$ cat config.mk
export PLATFORM = sky130hd
export DESIGN_NAME = aavr_cordic_cell
export DESIGN_NICKNAME = d
export VERILOG_FILES = /design/src/hdl/aavr_pkg.sv /design/src/hdl/aavr_cordic_cell.sv
export SDC_FILE = /design/constraint.sdc
export NUM_CORES = 1
export LEC_CHECK = 0
export ABC_AREA = 1
export ABC_CLOCK_PERIOD_IN_PS = 5500
export BUFFER_PORTS_ARGS = -buffer_cell sky130_fd_sc_hd__buf_2
export CAP_MARGIN = 20
export CORE_AREA = 3 3 302 304
export CTS_CLUSTER_SIZE = 28
export DETAILED_ROUTE_END_ITERATION = 6
export DIE_AREA = 0 0 305 307
export GPL_TIMING_DRIVEN = 0
export PLACE_DENSITY = 0.51
export SETUP_SLACK_MARGIN = 0.3
export SYNTH_ARGS = -nofsm -noshare
export SYNTH_HDL_FRONTEND = slang
export SYNTH_SLANG_ARGS = --single-unit
$ cat constraint.sdc
create_clock -name clock -period 5.5 [get_ports clock]
set_input_delay 0.55 -clock clock [delete_from_list [all_inputs] [get_ports clock]]
set_output_delay 0.55 -clock clock [all_outputs]
set_load 0.01 [all_outputs]
$ cat src/hdl/aavr_pkg.sv
// Shared types, constants and tables for the axis-angle vector rotation core.
package aavr_pkg;

   localparam int FRAC_BITS    = 16;
   localparam int ANG_SHIFT    = 29 - FRAC_BITS;
   localparam int NORM_STAGES  = 5;
   localparam int SQRT_STEPS   = 31;
   localparam int DIV_STEPS    = 32;
   localparam int CORDIC_STEPS = 30;

   localparam logic signed [33:0] GAIN_INV    = 34'sd652032874;
   localparam logic signed [33:0] PI_Q30      = 34'sd3373259426;
   localparam logic signed [33:0] TWO_PI_Q30  = 34'sd6746518852;
   localparam logic signed [33:0] HALF_PI_Q30 = 34'sd1686629713;
   localparam logic signed [29:0] OUT_MAX     = 30'sd8388607;
   localparam logic signed [29:0] OUT_MIN     = -30'sd8388608;

   typedef struct packed {
      logic signed [23:0] vec_x;
      logic signed [23:0] vec_y;
      logic signed [23:0] vec_z;
      logic signed [23:0] axis_x;
      logic signed [23:0] axis_y;
      logic signed [23:0] axis_z;
      logic signed [19:0] angle;
   } req_type;

   typedef struct packed {
      logic signed [23:0] out_x;
      logic signed [23:0] out_y;
      logic signed [23:0] out_z;
   } rsp_type;

   typedef struct packed {
      logic signed [23:0] vec_x;
      logic signed [23:0] vec_y;
      logic signed [23:0] vec_z;
      logic [2:0][23:0]   amag;
      logic [2:0]         aneg;
      logic               zero;
      logic               neg;
      logic [4:0]         half_k;
      logic signed [33:0] h;
      logic signed [32:0] u_x;
      logic signed [32:0] u_y;
      logic signed [32:0] u_z;
   } ctx_type;

   typedef struct packed {
      logic [61:0] x;
      logic [32:0] rem;
      logic [30:0] root;
   } sqrt_type;

   typedef struct packed {
      logic [30:0]       r;
      logic [2:0][30:0]  rem;
      logic [2:0][31:0]  low;
      logic [2:0][31:0]  quo;
   } div_type;

   typedef struct packed {
      logic signed [33:0] x;
      logic signed [33:0] y;
      logic signed [33:0] z;
   } cordic_type;

   function automatic logic signed [33:0] atan_lut(input logic [4:0] idx);
      logic signed [33:0] v;
      unique case (idx)
         5'd0:  v = 34'sd843314856;
         5'd1:  v = 34'sd497837829;
         5'd2:  v = 34'sd263043836;
         5'd3:  v = 34'sd133525158;
         5'd4:  v = 34'sd67021686;
         5'd5:  v = 34'sd33543515;
         5'd6:  v = 34'sd16775850;
         5'd7:  v = 34'sd8388437;
         5'd8:  v = 34'sd4194282;
         5'd9:  v = 34'sd2097149;
         5'd10: v = 34'sd1048575;
         5'd11: v = 34'sd524287;
         5'd12: v = 34'sd262143;
         5'd13: v = 34'sd131071;
         5'd14: v = 34'sd65535;
         5'd15: v = 34'sd32767;
         5'd16: v = 34'sd16383;
         5'd17: v = 34'sd8191;
         5'd18: v = 34'sd4095;
         5'd19: v = 34'sd2047;
         5'd20: v = 34'sd1023;
         5'd21: v = 34'sd511;
         5'd22: v = 34'sd255;
         5'd23: v = 34'sd127;
         5'd24: v = 34'sd63;
         5'd25: v = 34'sd31;
         5'd26: v = 34'sd15;
         5'd27: v = 34'sd8;
         5'd28: v = 34'sd4;
         5'd29: v = 34'sd2;
         default: v = 34'sd0;
      endcase
      return v;
   endfunction

endpackage

$ cat src/hdl/aavr_cordic_cell.sv
// One rotation step of the sine and cosine chain.
module aavr_cordic_cell (
   input  logic                 clock,
   input  logic                 reset,
   input  logic [4:0]           step,
   input  logic                 in_valid,
   input  aavr_pkg::ctx_type    in_ctx,
   input  aavr_pkg::cordic_type in_cr,
   output logic                 out_valid,
   output aavr_pkg::ctx_type    out_ctx,
   output aavr_pkg::cordic_type out_cr
);

   logic signed [33:0]   dx_in;
   logic signed [33:0]   dy_in;
   logic signed [33:0]   ang_in;
   aavr_pkg::cordic_type cr_in;

   logic                 valid_ff;
   aavr_pkg::ctx_type    ctx_ff;
   aavr_pkg::cordic_type cr_ff;

   always_comb begin
      dx_in  = in_cr.y >>> step;
      dy_in  = in_cr.x >>> step;
      ang_in = aavr_pkg::atan_lut(step);
      if (!in_cr.z[33]) begin
         cr_in.x = in_cr.x - dx_in;
         cr_in.y = in_cr.y + dy_in;
         cr_in.z = in_cr.z - ang_in;
      end else begin
         cr_in.x = in_cr.x + dx_in;
         cr_in.y = in_cr.y - dy_in;
         cr_in.z = in_cr.z + ang_in;
      end
   end

   always_ff @(posedge clock) begin
      if (reset) begin
         valid_ff <= 1'b0;
      end else begin
         valid_ff <= in_valid;
      end
      ctx_ff <= in_ctx;
      cr_ff  <= cr_in;
   end

   assign out_valid = valid_ff;
   assign out_ctx   = ctx_ff;
   assign out_cr    = cr_ff;

endmodule

# Yosys cells after proc, flatten, opt, wreduce, memory -nomap -nowiden
# Memories as Yosys holds them, arrays and structs flattened.
# Index checks and enable logic that the tools add are counted.
# word_totals
register_bits	390
word_cells	28
romBits	960
n_memories	1
# mem_list
name	depth	word_bits	rd	rd_ports_with_merged_regs	write_ports	line_no	source
(no name shown)	32	30	1	0	0	aavr_pkg.sv:70	unique case (idx)
# op_classes
mux	1
n_addsub	6
shift	2
# op_table
op	n
$add A34 B34 Y34	3
$mux W102	1
$sub A34 B34 Y34	3
$sshr A34 B5 Y34	2

# Logic depth before layout (Yosys ltp)
# depth
depth_word	3
mapped_depth	37
depth_no_buf	34

# Least setup slack after synthesis
# OpenSTA, ideal clock, no wires.
# synth_timing
path_type	input -> register
startpoint	input port step[1]
endpoint	register cr_ff (netlist bit out_cr[27])
setup_time_ps	119
required_ps	5381
arrival_ps	4234
slack_ps	1147
path_buffers	4
cell_stages	28
cell_sequence	buf_4 -> inv_2 -> buf_6 -> buf_2 -> ha_1 -> inv_1 -> nor2_1 -> nor2_1 -> nor3_1 -> o21bai_1 -> ha_1 -> nand3b_1 -> nor3_1 -> nand2_1 -> nand2_1 -> buf_4 -> xor2_1 -> ha_1 -> nand2_1 -> nor2_1 -> nand2_1 -> nor3_1 -> a21oi_1 -> o21ai_0 -> nand2_1 -> nand2_1 -> a21oi_1 -> xnor2_1
# synth_rtl
item	line_no	source
start, declared	aavr_cordic_cell.sv:5	input logic [4:0] step,
end signal, assigned	aavr_cordic_cell.sv:45	cr_ff <= cr_in;
end, declared	aavr_cordic_cell.sv:21	aavr_pkg::cordic_type cr_ff;

==> results.md <==
- Crit-path cells: buf_2, inv_2, buf_1, clkbuf_1, o21ai_0, fa_1, nand3_1, nand2_1, a21oi_1, o21ai_0, a21boi_1, inv_1, nand2_1, nand2_1, a21boi_0, o21ai_0, xor2_1
- Layout cells sized above 1: 27.2%
- CTS tree: done
- Vias in the first global route: 22.1k
- Synth Instances: 2,665
- Number of port buffers: 782
- Remaining DRCs: 0
- Fin crit period: 4.94 ns
- CP Launch Type: input port
- Final setup margin: 0.558 ns
- Starting Density: 22.3%
- CP startpoint: in_cr[33]
- Final setup violation count: 0
- Cells after DPL: 4,612
- I/O pin cnt: 787
- Crit Path Class: input port to register
- WP buf/inv: 5
- Starting DRT DRC Count: 2,420
- Worst Tran Pin Value: 1.08 ns
- Period utilisation layout: 89.9%
- Num rows: 109
- Drt via density: 4.82
- Area Growth Syn to Fin: 44.2%
- Worst Path Required: 5.98 ns
- Detail Placement HPWL: 123,000 um
- Hold worst-path end: out_ctx[166]
- Crit. End Element: register
- Hold Fails Final Rpt: 0
- Synth Area per Inst: 7.40 um^2
- Critical Path Fanout Max: 10
- Core footprint: 88,500 um^2
- Share of the synthesized area in the top cell type: 39.6%
- Top FF cell, synth: dfxtp_1
- Unique cell type count in the Yosys netlist: 49
- Placement Setup Slack: -0.460 ns
- CTS max path bufs: 3
- Wirelength per Cell: 29.2 um
- Final Non-Filler Cells: 4,881
- Total power: 10.2 mW
- Worst hold start: in_ctx[166]
- Yosys top cell by area: dfxtp_1
- Static Leak: 14.4 nW
- CTS Root Cell: clkbuf_16
- Slowest CP cell: clkbuf_1
- Most common cell in the netlist: nand2_1
- GR Overflow Total: 0
- HP Class: input port to register
- H-tree Lvls: 2
- First-pass GRT wire length: 187,000 um
- Post-synth ARST share: 0%
- CP top delay family: buffers and inverters
- Synth warn: 0
- #FFs+latches synth: 390
- Largest net degree at the start of global routing: 17
- EDFF count, synth: 0
- CTS Buf Count: 48
- Slew Viols, Final: 0
- Hold Slack: 0.0387 ns
- Clock transition at the registers of the reported paths: 0.06 ns
- Slew HR: 27.9%
- Sequential fraction of the synthesis area: 39.6%
- Die area: 93,600 um^2
- Max-cap viol count: 0
- Clock sink count: 390
- Routed Antenna Nets: 0
- RSZ-0062 raised after global routing: no
- Antenna violations before repair: 93
- Gr usage total: 29.2%
- Crit path largest cell delay: 0.84 ns
- Ranking of synthesized cells by area: dfxtp_1, nand2_1, nand3_1, ha_1, xor2_1
- Synth Net Count: 3,175
- Final RePlAce weighted congestion: 1.11
- Post-Syn Area: 19,700 um^2
- Pwr Density: 357 nW/um^2
- TritonRoute pass-1 iters: 6
- Status: complete, no violations
- Die Height: 307 um
- Hold Crit Depth: 1
- Worst vdd ir: 0.168 mV
- Die X-Extent: 305 um
- Routed vias: 23.5k
- WL final: 143,000 um
- Final net count: 4,152
- Critical Path AT: 5.42 ns
- Most frequent cells after synthesis: nand2_1, dfxtp_1, nand3_1
- Fmax: 0.202 GHz
-- flip-flops by register name, summed over array words and instances (netlist names) --
name       cells
out_cr       102
out_ctx      287
out_valid      1
-- kinds of logic after synthesis --
| kind of cell | synth area share (%) |
|---|---|
| AOI/OAI and AO/OA | 8.82 |
| and+or+nand+nor | 31.1 |
| DFF | 39.6 |
| xor gates and xnor gates | 7.37 |
| adders and majority gates | 7.28 |
| buffers and inverters | 5.91 |
-- report_power, final --
part	switching (mW)	internal [mW]	total, mW
registers	0.159	3.26	3.42
logic	2.10	1.14	3.24
clock network	1.42	2.07	3.49
-- metrics by stage --
step	instance area, um^2	TNS (ns)	util (%)
floorplan	19700	0	-
CTS	28300	0	32.0
global route	28400	0	32.1
detailed placement	25100	-2.72	28.4
global placement	25100	-3.11	28.4
finish	28500	0	32.1
-- timing repair --
item / 4_1_cts / 5_1_grt
pin swaps: 0 / 1
endpoints found under the setup margin: 1 / 26
hold buffers: 144 / 0
setup buffers: 0 / 1
resized for setup: 1 / 25
hold endpoints to repair: 144 / 0
gates cloned: 0 / 0
-- layer usage --
metal	global-route usage, %	share of wire [%]	vias to the layer above
li1	-	-	10800
met1	37.7	43	11100
met2	46.2	44	1303
met3	10.1	9.8	259
met4	8.01	3.3	46
met5	0	0.20	-
-- cells in the final DEF (no fill, tap or decap), drive strengths merged, types with 3 or more instances in the layout --
master	count
a2111oi	3
a211oi	3
a21boi	5
a21o	11
a21oi	139
a31oi	15
a32oi	4
buf	850
bufinv	6
clkbuf	86
clkinv	9
clkinvlp	5
dfxtp	390
diode	35
dlygate4sd3	144
fa	3
ha	110
inv	193
nand2	773
nand3	390
nand3b	9
nand4	24
nor2	200
nor3	13
o2111ai	4
o211ai	8
o21a	13
o21ai	89
o22ai	3
or2	3
xnor2	43
xor2	123
-- worst max-delay path by stage --
stage / endpoint / cells after the start
2_1_floorplan: out_cr[27] / 28
3_3_place_gp: out_cr[24] / 26
3_5_place_dp: out_cr[24] / 26
6_report: out_cr[92] / 17
4_1_cts: out_cr[24] / 26
5_1_grt: out_cr[31] / 26
-- final cells by class --
| class | count | area (um^2) |
|---|---|---|
| Timing Repair Buffer | 927 | 5370 |
| Inverter | 191 | 717 |
| Multi-Input combinational cell | 1998 | 10800 |
| Tap cell | 1165 | 1460 |
| Sequential cell | 390 | 7810 |
| Antenna cell | 35 | 87.6 |
| Fill cell | 9693 | 60100 |
| Buffer | 86 | 455 |
| Clock buffer | 67 | 1390 |
| Clock inverter | 22 | 359 |
No activity file was read; power rests on OpenSTA's default activity.
