$ cat src/hdl/aavr_pkg.sv
// Shared types, constants and tables for the axis-angle vector rotation core.
package aavr_pkg;

   localparam int FRAC_BITS    = 16;
   localparam int ANG_SHIFT    = 29 - FRAC_BITS;
   localparam int NORM_STAGES  = 5;
   localparam int SQRT_STEPS   = 31;
   localparam int DIV_STEPS    = 32;
   localparam int CORDIC_STEPS = 30;

   localparam logic signed [33:0] GAIN_INV    = 34'sd652032874;
   localparam logic signed [33:0] PI_Q30      = 34'sd3373259426;
   localparam logic signed [33:0] TWO_PI_Q30  = 34'sd6746518852;
   localparam logic signed [33:0] HALF_PI_Q30 = 34'sd1686629713;
   localparam logic signed [29:0] OUT_MAX     = 30'sd8388607;
   localparam logic signed [29:0] OUT_MIN     = -30'sd8388608;

   typedef struct packed {
      logic signed [23:0] vec_x;
      logic signed [23:0] vec_y;
      logic signed [23:0] vec_z;
      logic signed [23:0] axis_x;
      logic signed [23:0] axis_y;
      logic signed [23:0] axis_z;
      logic signed [19:0] angle;
   } req_type;

   typedef struct packed {
      logic signed [23:0] out_x;
      logic signed [23:0] out_y;
      logic signed [23:0] out_z;
   } rsp_type;

   typedef struct packed {
      logic signed [23:0] vec_x;
      logic signed [23:0] vec_y;
      logic signed [23:0] vec_z;
      logic [2:0][23:0]   amag;
      logic [2:0]         aneg;
      logic               zero;
      logic               neg;
      logic [4:0]         half_k;
      logic signed [33:0] h;
      logic signed [32:0] u_x;
      logic signed [32:0] u_y;
      logic signed [32:0] u_z;
   } ctx_type;

   typedef struct packed {
      logic [61:0] x;
      logic [32:0] rem;
      logic [30:0] root;
   } sqrt_type;

   typedef struct packed {
      logic [30:0]       r;
      logic [2:0][30:0]  rem;
      logic [2:0][31:0]  low;
      logic [2:0][31:0]  quo;
   } div_type;

   typedef struct packed {
      logic signed [33:0] x;
      logic signed [33:0] y;
      logic signed [33:0] z;
   } cordic_type;

   function automatic logic signed [33:0] atan_lut(input logic [4:0] idx);
      logic signed [33:0] v;
      unique case (idx)
         5'd0:  v = 34'sd843314856;
         5'd1:  v = 34'sd497837829;
         5'd2:  v = 34'sd263043836;
         5'd3:  v = 34'sd133525158;
         5'd4:  v = 34'sd67021686;
         5'd5:  v = 34'sd33543515;
         5'd6:  v = 34'sd16775850;
         5'd7:  v = 34'sd8388437;
         5'd8:  v = 34'sd4194282;
         5'd9:  v = 34'sd2097149;
         5'd10: v = 34'sd1048575;
         5'd11: v = 34'sd524287;
         5'd12: v = 34'sd262143;
         5'd13: v = 34'sd131071;
         5'd14: v = 34'sd65535;
         5'd15: v = 34'sd32767;
         5'd16: v = 34'sd16383;
         5'd17: v = 34'sd8191;
         5'd18: v = 34'sd4095;
         5'd19: v = 34'sd2047;
         5'd20: v = 34'sd1023;
         5'd21: v = 34'sd511;
         5'd22: v = 34'sd255;
         5'd23: v = 34'sd127;
         5'd24: v = 34'sd63;
         5'd25: v = 34'sd31;
         5'd26: v = 34'sd15;
         5'd27: v = 34'sd8;
         5'd28: v = 34'sd4;
         5'd29: v = 34'sd2;
         default: v = 34'sd0;
      endcase
      return v;
   endfunction

endpackage

$ cat src/hdl/aavr_div_cell.sv
// One quotient bit of the three-lane restoring divider for the unit axis.
module aavr_div_cell (
   input  logic               clock,
   input  logic               reset,
   input  logic               in_valid,
   input  aavr_pkg::ctx_type  in_ctx,
   input  aavr_pkg::div_type  in_dv,
   output logic               out_valid,
   output aavr_pkg::ctx_type  out_ctx,
   output aavr_pkg::div_type  out_dv
);

   logic [31:0]       trial_in [3];
   logic              ge_in [3];
   aavr_pkg::div_type dv_in;

   logic              valid_ff;
   aavr_pkg::ctx_type ctx_ff;
   aavr_pkg::div_type dv_ff;

   always_comb begin
      dv_in = in_dv;
      for (int j = 0; j < 3; j++) begin
         trial_in[j] = {in_dv.rem[j], in_dv.low[j][31]};
         ge_in[j] = (trial_in[j] >= {1'b0, in_dv.r});
         dv_in.rem[j] = ge_in[j] ? 31'(trial_in[j] - {1'b0, in_dv.r}) : trial_in[j][30:0];
         dv_in.low[j] = {in_dv.low[j][30:0], 1'b0};
         dv_in.quo[j] = {in_dv.quo[j][30:0], ge_in[j]};
      end
   end

   always_ff @(posedge clock) begin
      if (reset) begin
         valid_ff <= 1'b0;
      end else begin
         valid_ff <= in_valid;
      end
      ctx_ff <= in_ctx;
      dv_ff  <= dv_in;
   end

   assign out_valid = valid_ff;
   assign out_ctx   = ctx_ff;
   assign out_dv    = dv_ff;

endmodule

$ cat config.mk
export PLATFORM = sky130hd
export DESIGN_NAME = aavr_div_cell
export DESIGN_NICKNAME = d
export VERILOG_FILES = /design/src/hdl/aavr_pkg.sv /design/src/hdl/aavr_div_cell.sv
export SDC_FILE = /design/constraint.sdc
export NUM_CORES = 1
export LEC_CHECK = 0
export BUFFER_PORTS_ARGS = -buffer_cell sky130_fd_sc_hd__buf_2
export CORE_AREA = 2 2 465 467
export CTS_CLUSTER_SIZE = 30
export DETAILED_ROUTE_END_ITERATION = 7
export DIE_AREA = 0 0 467 469
export PLACE_DENSITY = 0.31
export SLEW_MARGIN = 20
export SYNTH_ARGS = -nofsm -noshare
export SYNTH_HDL_FRONTEND = slang
export SYNTH_SLANG_ARGS = --single-unit
$ cat constraint.sdc
create_clock -name clock -period 4.32 [get_ports clock]
set_input_delay 0.432 -clock clock [delete_from_list [all_inputs] [get_ports clock]]
set_output_delay 0.432 -clock clock [all_outputs]
set_load 0.01 [all_outputs]
Word level (Yosys, flattened, before mapping)

Index checks and enable logic that the tools add are counted.

Input port bits: 606
Memories: 0
Output and inout bits: 604
Memory bits (writable): 0
Word-level logic and storage cells: 34
Flip-flop bits (word level): 601
Latch bits: 0
Bits in read-only memories: 0

Equality and inequality tests: 0
Add/subtract/negate cells: 3
Multiply operators: 0
Reductions and logical operators: 0
Shift-type cells: 0
Bitwise operators: 0
$lt $le $gt $ge: 3
Multiplexer cells: 3
Div/mod/pow operators: 0

Operators by type and width:

| kind                           | number |
|---|---|
| >= comparator 32 x 31 -> 1 bit | 3 |
| two-way mux 31 bit             | 3 |
| subtractor 31 bit              | 3 |

Depth between registers and ports, before layout

Word-level depth: 2
Gate-level depth with buffers: 13
Depth with buffers taken out: 12

Least setup slack after synthesis

OpenSTA, ideal clock, no wires.

Path type: in2reg
From: input in_dv[296] (netlist name)
To: register dv_ff (netlist bit out_dv[211])
Arrival: 2.679 ns
Path slack: 1.517 ns
Path buffers: 1
Cell stages on the path: 10
Required time: 4.197 ns
Library setup time: 0.123 ns
Path through: inv_1 > ha_1 > a21o_1 > a2111oi_1 > a32oi_1 > o211ai_2 > nand4_1 > a2111o_1 > buf_4 > mux2_1

RTL lines:

| element                | line                | source |
|---|---|---|
| start: declaration     | aavr_div_cell.sv:7  | `input aavr_pkg::div_type in_dv,` |
| end signal: assignment | aavr_div_cell.sv:39 | `dv_ff <= dv_in;` |
| end: declaration       | aavr_div_cell.sv:19 | `aavr_pkg::div_type dv_ff;` |

==> flow_summary_export.csv <==
group,metric,value,unit
run_status,outcome,"finished clean",
yosys,ys_warn_count,0,
yosys,async_flop_share,0,%
sta,fmax,279,MHz
sta,finalSetupViolCount,0,
pwr,p_sw_share,31.1,%
yosys,synth-main-ff-cell,"dfxtp_1",
sta,timing.slew.headroom,54.1,%
grt,top_usage_layer,"met2",
pwr,power_frac_clock,44.8,%
grt,grt_antenna_before_repair,152,
sta,finalCritPeriodShare,83.0,%
yosys,synth_cell_types,70,
route,avgViaCountPerCell,3.15,
clocking,cts_tree,"built",
worst_setup_path,startpoint_type,"primary input",
job,max_cap_viol_count,0,
sta,fin_crit,3.59,ns
yosys,yosysMostFrequentCell,"dfxtp_1",
layout,fin_util,17.3,%
pwr,power.internal,0.0116,W
clocking,h-tree-depth,3,
sta,tns,0,ns
worst_setup_path,endpoint_kind,"flop",
worst_setup_path,worst_ep_required_time,4.91,ns
layout,final_nets,4137,
grt,gr-usage-met1,17.6,%
pwr,leakagePower,16.7,nW
pwr,pwr-share-comb,18.7,%
yosys,ys_ff_latch,601,
floorplanning,die_y,469,µm
grt,grt_pass1_vias,20700,
layout,syn_to_final_growth,102,%
grt,track_usage,16.7,%
floorplanning,die_x,467,µm
place,place_area,0.0279,mm²
yosys,yosys-top-cells-count,"dfxtp_1 (601), a21oi_1 (107), nand2_1 (96)",
pwr,peakVddDrop,0.265,mV
floorplanning,die-area,0.219,mm²
yosys,synth_top_area_share,65.8,%
grt,groute.layer.met2.usage,29.8,%
clocking,numCtsBuffers,87,
min_path,hold_path_class,"in2reg",
pwr,power_frac_seq,36.5,%
route,firstDrtPassIters,5,
sta,worst_slack,0.733,ns
pwr,p_sw,0.00522,W
route,routed_wl,190,mm
floorplanning,row_count,170,
place,port_buffers,1203,
place,gp_congestion,0.824,
route,drc,0,
layout,stdcell_area,0.0369,mm²
clocking,clock_sinks,601,
sta,rsz0062_at_grt,"false",
floorplanning,io_pins,1210,
grt,grt_overflow,0,
clocking,post_cts_buffers,0,
worst_setup_path,worst-setup-path-type,"in2reg",
layout,layout-drive-gt1-share,39.7,%
worst_setup_path,arrival,4.18,ns
yosys,syn_inst,1562,
grt,grtUsageMet3,6.81,%
clocking,clk_pin_slew,0.06,ns
yosys,mappedNetlistArea,0.0183,mm²
yosys,synth_edf_count,0,
sta,slew_violations,0,
pwr,power.density,455,mW/mm²
yosys,seq_area_frac_synth,65.8,%
clocking,cts_buffer_depth,3,
place,hpwl,167,mm
floorplanning,core_area,0.214,mm²
sta,hold_viol_final,0,
floorplanning,start_util,8.55,%
clocking,cts_root_buffer,"clkbuf_16",
worst_setup_path,cp_max_fo,24,
route,drtIter0Drc,923,
route,vias,20200,
grt,grt_pass1_wl,232,mm
place,pre_cts_ws,0.499,ns
route,avgRoutedWirePerCell,29.7,µm
route,ant_nets,0,
sta,tightest_slew,0.683,ns
grt,grt_max_degree,54,
yosys,syn_area_per_cell,11.7,µm²
yosys,synth_top_cell_by_area,"dfxtp_1",
yosys,synth_area_leaders,"dfxtp_1 (66%), ha_1 (6.4%), a21oi_1 (2.9%), o21ai_0 (2.0%), nand2_1 (2.0%)",
-- per-layer routing --
layer  routed length [µm]  vias to the layer above
met1                69600                     9540
met4                 6590                       32
li1                     -                     9261
met2                95400                     1041
met5                  204                        -
met3                18600                      313
-- cells by family (layout without fill, tap and decap cells) --
logic type,count (synthesis),after routing,share of synthesized area [%]
other cells,1,62,0.0205
compound gates,362,362,12.8
buf+inv,97,2038,2.14
xor+xnor,69,69,3.31
simple gates,320,320,8.20
flops,601,601,65.8
mux,16,16,0.986
fa+ha+maj,96,96,6.69
-- cells in the final DEF (no fill, tap or decap), types with 9 or more instances in the layout --
master         synthesis  layout
a211oi_1              19      19
a21o_1                46      46
a21oi_1              107     107
a31oi_1               17      16
and2_1                11      11
and3_1                13      13
buf_2                  1    1203
buf_4                  5      17
clkbuf_1              28      12
clkbuf_16              0      87
clkbuf_8               0       9
clkinv_2               0      19
clkinvlp_4             0      12
dfxtp_1              601     601
diode_2                0      59
dlygate4sd3_1          0     595
ha_1                  93      93
inv_1                 61      61
mux2_1                13      13
nand2_1               96      96
nand2b_1              10      10
nand3_1               23      23
nand4_1               15      15
nor2_1                95      95
nor2b_1               12      12
nor3_1                18      17
o211ai_1               9       9
o21a_1                10      10
o21ai_0               73      73
o21bai_1              11      11
o31ai_1               15      15
xnor2_1               34      34
xor2_1                35      35
-- final timing paths --
kind                    from                   to  slack [ns]  depth (start not counted)
hold / removal    in_dv[262]  out_dv[263]$_DFF_P_        0.06                          3
setup / recovery  in_dv[293]  out_dv[199]$_DFF_P_        0.73                         12
-- metrics by stage --
step                      instances  hold slack, ns  total power [W]
after floorplan                1564           0.460          0.00724
after global placement         5589           0.535          0.00892
after detailed placement       5589           0.536          0.00890
after CTS                      6343          0.0124           0.0173
after global routing           6376          0.0447           0.0176
final                          6402          0.0643           0.0168
-- registers in the layout, indices dropped and copies added, names as in the netlist --
register / count
out_ctx: 287
out_valid: 1
out_dv: 313
-- worst max-delay path, cell delays in order --
cell	delay, ns
dlygate4sd3_1	0.53
buf_2	0.13
inv_1	0.18
ha_1	0.33
a211o_1	0.38
a31oi_1	0.24
nand2_1	0.11
o211ai_2	0.37
nand4_1	0.20
a2111o_2	0.67
buf_12	0.22
mux2_1	0.33
-- power groups by stage --
| stage | combinational [W] | sequential, W | clock, W |
|---|---|---|---|
| 3_3_place_gp | 0.00268 | 0.00624 | 0 |
| 6_report | 0.00314 | 0.00612 | 0.00753 |
| 4_1_cts | 0.00327 | 0.00613 | 0.00790 |
| 5_1_grt | 0.00340 | 0.00617 | 0.00807 |
| 2_1_floorplan | 0.000797 | 0.00645 | 0 |
| 3_5_place_dp | 0.00266 | 0.00623 | 0 |
-- repair_timing --
item                      4_1_cts  5_1_grt
resized for setup               0        0
hold buffers                  595        0
hold endpoints to repair      594        0
-- final cells by class --
type	instances	area, µm²
flip-flops and latches	601	12000
diodes	59	148
well taps	2838	3550
inverters	62	233
multi-input cells	866	5880
fillers	24100	177000
repair buffers	1817	12100
clock inverters	51	593
clock buffers	108	2350
(Power assumes the default switching activity.)
